--- src/rtl/core/pli_ram.sv ---
// ----------------------------------------------------------------------------
// pli_ram: generic single-port-write, single-port-read memory
// One write and one read per cycle; read data is registered.
// ----------------------------------------------------------------------------
`timescale 1ns / 1ps
`default_nettype none

module pli_ram #(
  parameter int WIDTH = 64,
  parameter int DEPTH = 64
) (
  input  wire logic                     clk,
  input  wire logic                     wr_en,
  input  wire logic [$clog2(DEPTH)-1:0] wr_addr,
  input  wire logic [WIDTH-1:0]         wr_data,
  input  wire logic [$clog2(DEPTH)-1:0] rd_addr,
  output logic      [WIDTH-1:0]         rd_data
);

  logic [WIDTH-1:0] mem [DEPTH];

  always_ff @(posedge clk) begin
    if (wr_en) begin
      mem[wr_addr] <= wr_data;
    end
    rd_data <= mem[rd_addr];
  end

endmodule

`default_nettype wire

--- config.mk ---
export PLATFORM = sky130hd
export DESIGN_NAME = pli_ram
export DESIGN_NICKNAME = d
export VERILOG_FILES = /design/src/rtl/core/pli_ram.sv
export SDC_FILE = /design/constraint.sdc
export NUM_CORES = 2
export LEC_CHECK = 0
export BUFFER_PORTS_ARGS = -buffer_cell sky130_fd_sc_hd__buf_2
export CAP_MARGIN = 10
export CORE_ASPECT_RATIO = 1.75
export CORE_MARGIN = 4
export CORE_UTILIZATION = 65
export CTS_BUF_LIST = sky130_fd_sc_hd__clkbuf_8
export DETAILED_ROUTE_END_ITERATION = 6
export PLACE_DENSITY = 0.82
export REMOVE_ABC_BUFFERS = 1
export SYNTH_ARGS = -nofsm -noshare
export SYNTH_HDL_FRONTEND = slang
export SYNTH_SLANG_ARGS = --single-unit
--- constraint.sdc ---
create_clock -name clk -period 7.5 [get_ports clk]
set_input_delay 1.125 -clock clk [delete_from_list [all_inputs] [get_ports clk]]
set_output_delay 1.125 -clock clk [all_outputs]
set_load 0.05 [all_outputs]
# --- Word-level counts from Yosys, hierarchy flattened ---
# Memories as Yosys holds them, arrays and structs flattened. A register that Yosys moved wholly into a read port is not among the register bits.
# Cells that the tools add are included.
# W data, S select, Z words.
word_totals:
  mem_count: 1
  reg_bits: 0
  inputBits: 78
  word_cells: 3
  ramBits: 4096
mem_list:
  columns: ["name", "depth", "word_bits", "rd", "rd_clocked_by_memory_dff", "wr", "line", "source"]
  rows:
  - ["mem", 64, 64, 1, 1, 1, "20", "logic [WIDTH-1:0] mem [DEPTH];"]
classes:
  mux: 2
ops:
  columns: ["operator", "n"]
  rows:
  - ["$mux W1", 2]

# --- Longest topological paths before layout ---
depth:
  ltp_word: 2
  mapped_depth: 9
  depth_no_buf: 5

# --- Worst setup path before layout ---
# Ideal clock, no wire load.
synth_path:
  path_kind: "input port to flip-flop"
  startpoint: "input wr_addr[3]"
  endpoint: "memory mem[48][0], enable pin"
  cell_stages: 4
  slack_ps: 939
  t_required_ps: 6936
  arrival_ps: 5997
  n_path_buf: 1
  setup_time_ps: 564
  cell_sequence: "clkbuf_1 > nor2b_1 > nand4b_1 > nor3_1"
synth_lines:
  columns: ["element", "line", "source"]
  rows:
  - ["from (decl)", "14", "input wire logic [$clog2(DEPTH)-1:0] wr_addr,"]
  - ["to (decl)", "20", null]
# Straight into the memory's write port.

# --- Worst setup path in the final report ---
layout_path:
  startpoint: "input wr_en"
  endpoint: "memory mem[38][39], enable pin"
layout_via:
  elab_chain_len: 2
layout_lines:
  columns: ["element", "line", "source"]
  rows:
  - ["from (decl)", "13", "input wire logic wr_en,"]
  - ["$mux W1", "23", "if (wr_en) begin"]
  - ["$mux W1 (implied by the code)", "24", "mem[wr_addr] <= wr_data;"]
# Every way passes these cells.

==> results.cfg <==
[status]
outcome = completed

[sta]
fin_skew_ps = 73.9
max_freq_mhz = 284
hold_viol_final = 0
fin_crit_sh_pct = 47.0
rsz0062_at_grt = false
setup_tns_ps = 0
relSlewSlack_pct = 12.6
finalMaxSlewViolations = 0
whs_ps = 770
setup_viol = 0
worstMarginPinSlew_ps = 1310
min_period_ps = 3530

[setup_path]
timing.setup.critical_path_class = in2reg
end_kind = flop
worstPathRequired_ps = 8120
crit_fanout = 46
crit_path_start_kind = input pin
crit_arrival_ps = 4140

[placement]
globalplace.congestion = 0.845
dpl.hpwl_um = 216000
place_inst = 9647
portBuffers = 141

[yosys]
synth_seq_cells = 4160
post-synth-top-count-cell = edfxtp_1
seq_area_frac_synth_pct = 79.5
async_flop_share_pct = 0
yosys-top-cells-count = edfxtp_1, mux4_2, buf_2
synth_enable_flop_cells = 4096
ys_top_cells_by_area = edfxtp_1, mux4_2, mux2i_1, dfxtp_1, a22oi_1
yosysWarningCount = 0
syn_inst = 6598
ys_dominant_reg_cell = edfxtp_1
synth.distinct_cells = 33
syn-cell-area_um2 = 156000
synth.avg_cell_area_um2 = 23.7
synth_top_area_share_pct = 78.7
yosysTopAreaCell = edfxtp_1

[power]
power_frac_clock_pct = 36.9
p_comb_share_pct = 5.2
leakagePower_nw = 54.2
p_per_area_nw_per_um2 = 259
seqPwrFrac_pct = 57.9
internal_power_mw = 34.7
vdd_drop_max_mv = 0.198
switching_share_pct = 22.1
switchingPower_mw = 9.88

[clock_network]
cts-buffers-inserted = 549
cts_max_path_buffers = 4
cts_hold_buf = 0
post_cts_buffers = 0
cts_resized = 0
tritoncts = built
clk_pin_slew_worst_paths_ps = 90
cts-htree-levels = 6
clkSinkCount = 4160
clk_latency_ps = 1050
cts_root_buf = clkbuf_8

[die]
rows = 237
die_w_um = 379
initial_core_util_pct = 65.5
fp.dieArea_um2 = 249000
io_pins = 142
die_height_um = 657
core_um2 = 239000

[global_route]
grt_util_all_layers_pct = 34.5
grt_pass1_wl_um = 597000
grt_pass1_vias = 81400
antenna_found_initial = 22
grt_start_max_net_pins = 134
grt_overflow = 0

[cells_and_area]
n_fill_cell = 12000
instances_no_fill = 10600
final_util_pct = 72.1
synthToLayoutAreaGrowth_pct = 10.1
fin_nets = 7170
final_layout_size_suffix_gt1_share_pct = 28.6

[route]
vias = 78300
first_iter_violations = 12600
dr.pass1.iters = 7
drc = 0
detail_route.vias_per_cell = 7.36
routed_wl_um = 422000
routedWlPerCell_um = 39.7
ant_nets = 0

[min_path]
hold_class = in2reg

[flow_run]
max_cap_violations = 0
state kept, by name, summed over array words and instances (netlist names):
register / flops
mem: 4096
rd_data: 64
cells in the final DEF (no fill, tap or decap), types with 29 or more instances in the layout:
| master | instances |
|---|---|
| o22ai_1 | 83 |
| clkinv_1 | 100 |
| mux4_2 | 1024 |
| buf_12 | 45 |
| a211oi_1 | 63 |
| and3_1 | 64 |
| o221ai_1 | 38 |
| a22o_1 | 88 |
| buf_2 | 138 |
| clkbuf_8 | 581 |
| dfxtp_1 | 64 |
| edfxtp_1 | 4096 |
| nand2_1 | 55 |
| buf_4 | 128 |
| clkinv_2 | 55 |
| nor2_4 | 64 |
| mux2i_1 | 135 |
| inv_1 | 189 |
| or3_1 | 29 |
| nor2_1 | 47 |
| a22oi_1 | 168 |
| nand3_1 | 45 |
layer usage:
layer,vias up,GRT usage [%],wire length [um]
met5,-,0,92
met4,12,23.3,36200
met3,1814,8.54,56400
met2,7105,54.9,208000
met1,39900,42.4,122000
li1,29500,-,-
metrics by stage:
| step | cell area (um2) | power, mW | setup WS, ps |
|---|---|---|---|
| floorplan | 155000 | 27.4 | 1080 |
| global placement | 162000 | 28.5 | 3080 |
| detailed placement | 162000 | 28.6 | 3050 |
| CTS | 172000 | 44.7 | 4130 |
| global route | 172000 | 45.9 | 3970 |
| finish | 172000 | 44.6 | 3970 |
area by class of cell:
| class | count | area, um2 | share of cell area, % |
|---|---|---|---|
| Sequential cell | 4160 | 124000 | 72.2 |
| Multi-Input combinational cell | 2049 | 30800 | 17.9 |
| Clock buffer | 581 | 8000 | 4.64 |
| Tap cell | 3107 | 3890 | 2.26 |
| Timing Repair Buffer | 313 | 2580 | 1.50 |
| Clock inverter | 398 | 2520 | 1.46 |
| Inverter | 19 | 71.3 | 0.0414 |
| Antenna cell | 21 | 52.6 | 0.0305 |
power by group through the flow:
stage	clock, mW	sequential (mW)	combinational (mW)
2_1_floorplan	0	26.5	0.936
3_3_place_gp	0	26.3	2.21
3_5_place_dp	0	26.3	2.29
4_1_cts	16.5	25.8	2.30
5_1_grt	17.7	25.8	2.42
6_report	16.4	25.8	2.32
final timing paths:
path / to / start / depth (start not counted) / slack, ps
max: mem[38][39]$_DFFE_PP_ / wr_en / 5 / 3970
min: mem[53][43]$_DFFE_PP_ / wr_data[43] / 1 / 770
max reg2reg: rd_data[27]$_DFF_P_ / mem[44][27]$_DFFE_PP_ / 5 / 5340
min reg2reg: rd_data[32]$_DFF_P_ / mem[52][32]$_DFFE_PP_ / 4 / 830
critical path, cell delays in order:
cell and delay [ps]:
buf_2 170, nor2b_1 260, nand3_1 550, nor2_4 890, buf_4 970
cells by family after synthesis:
group,Yosys count,share of synthesized area (%)
flops,4160,79.5
buf+inv,389,1.18
simple gates,386,1.24
mux,1159,15.6
compound gates,504,2.48
Power figures use the tool's default switching activity.
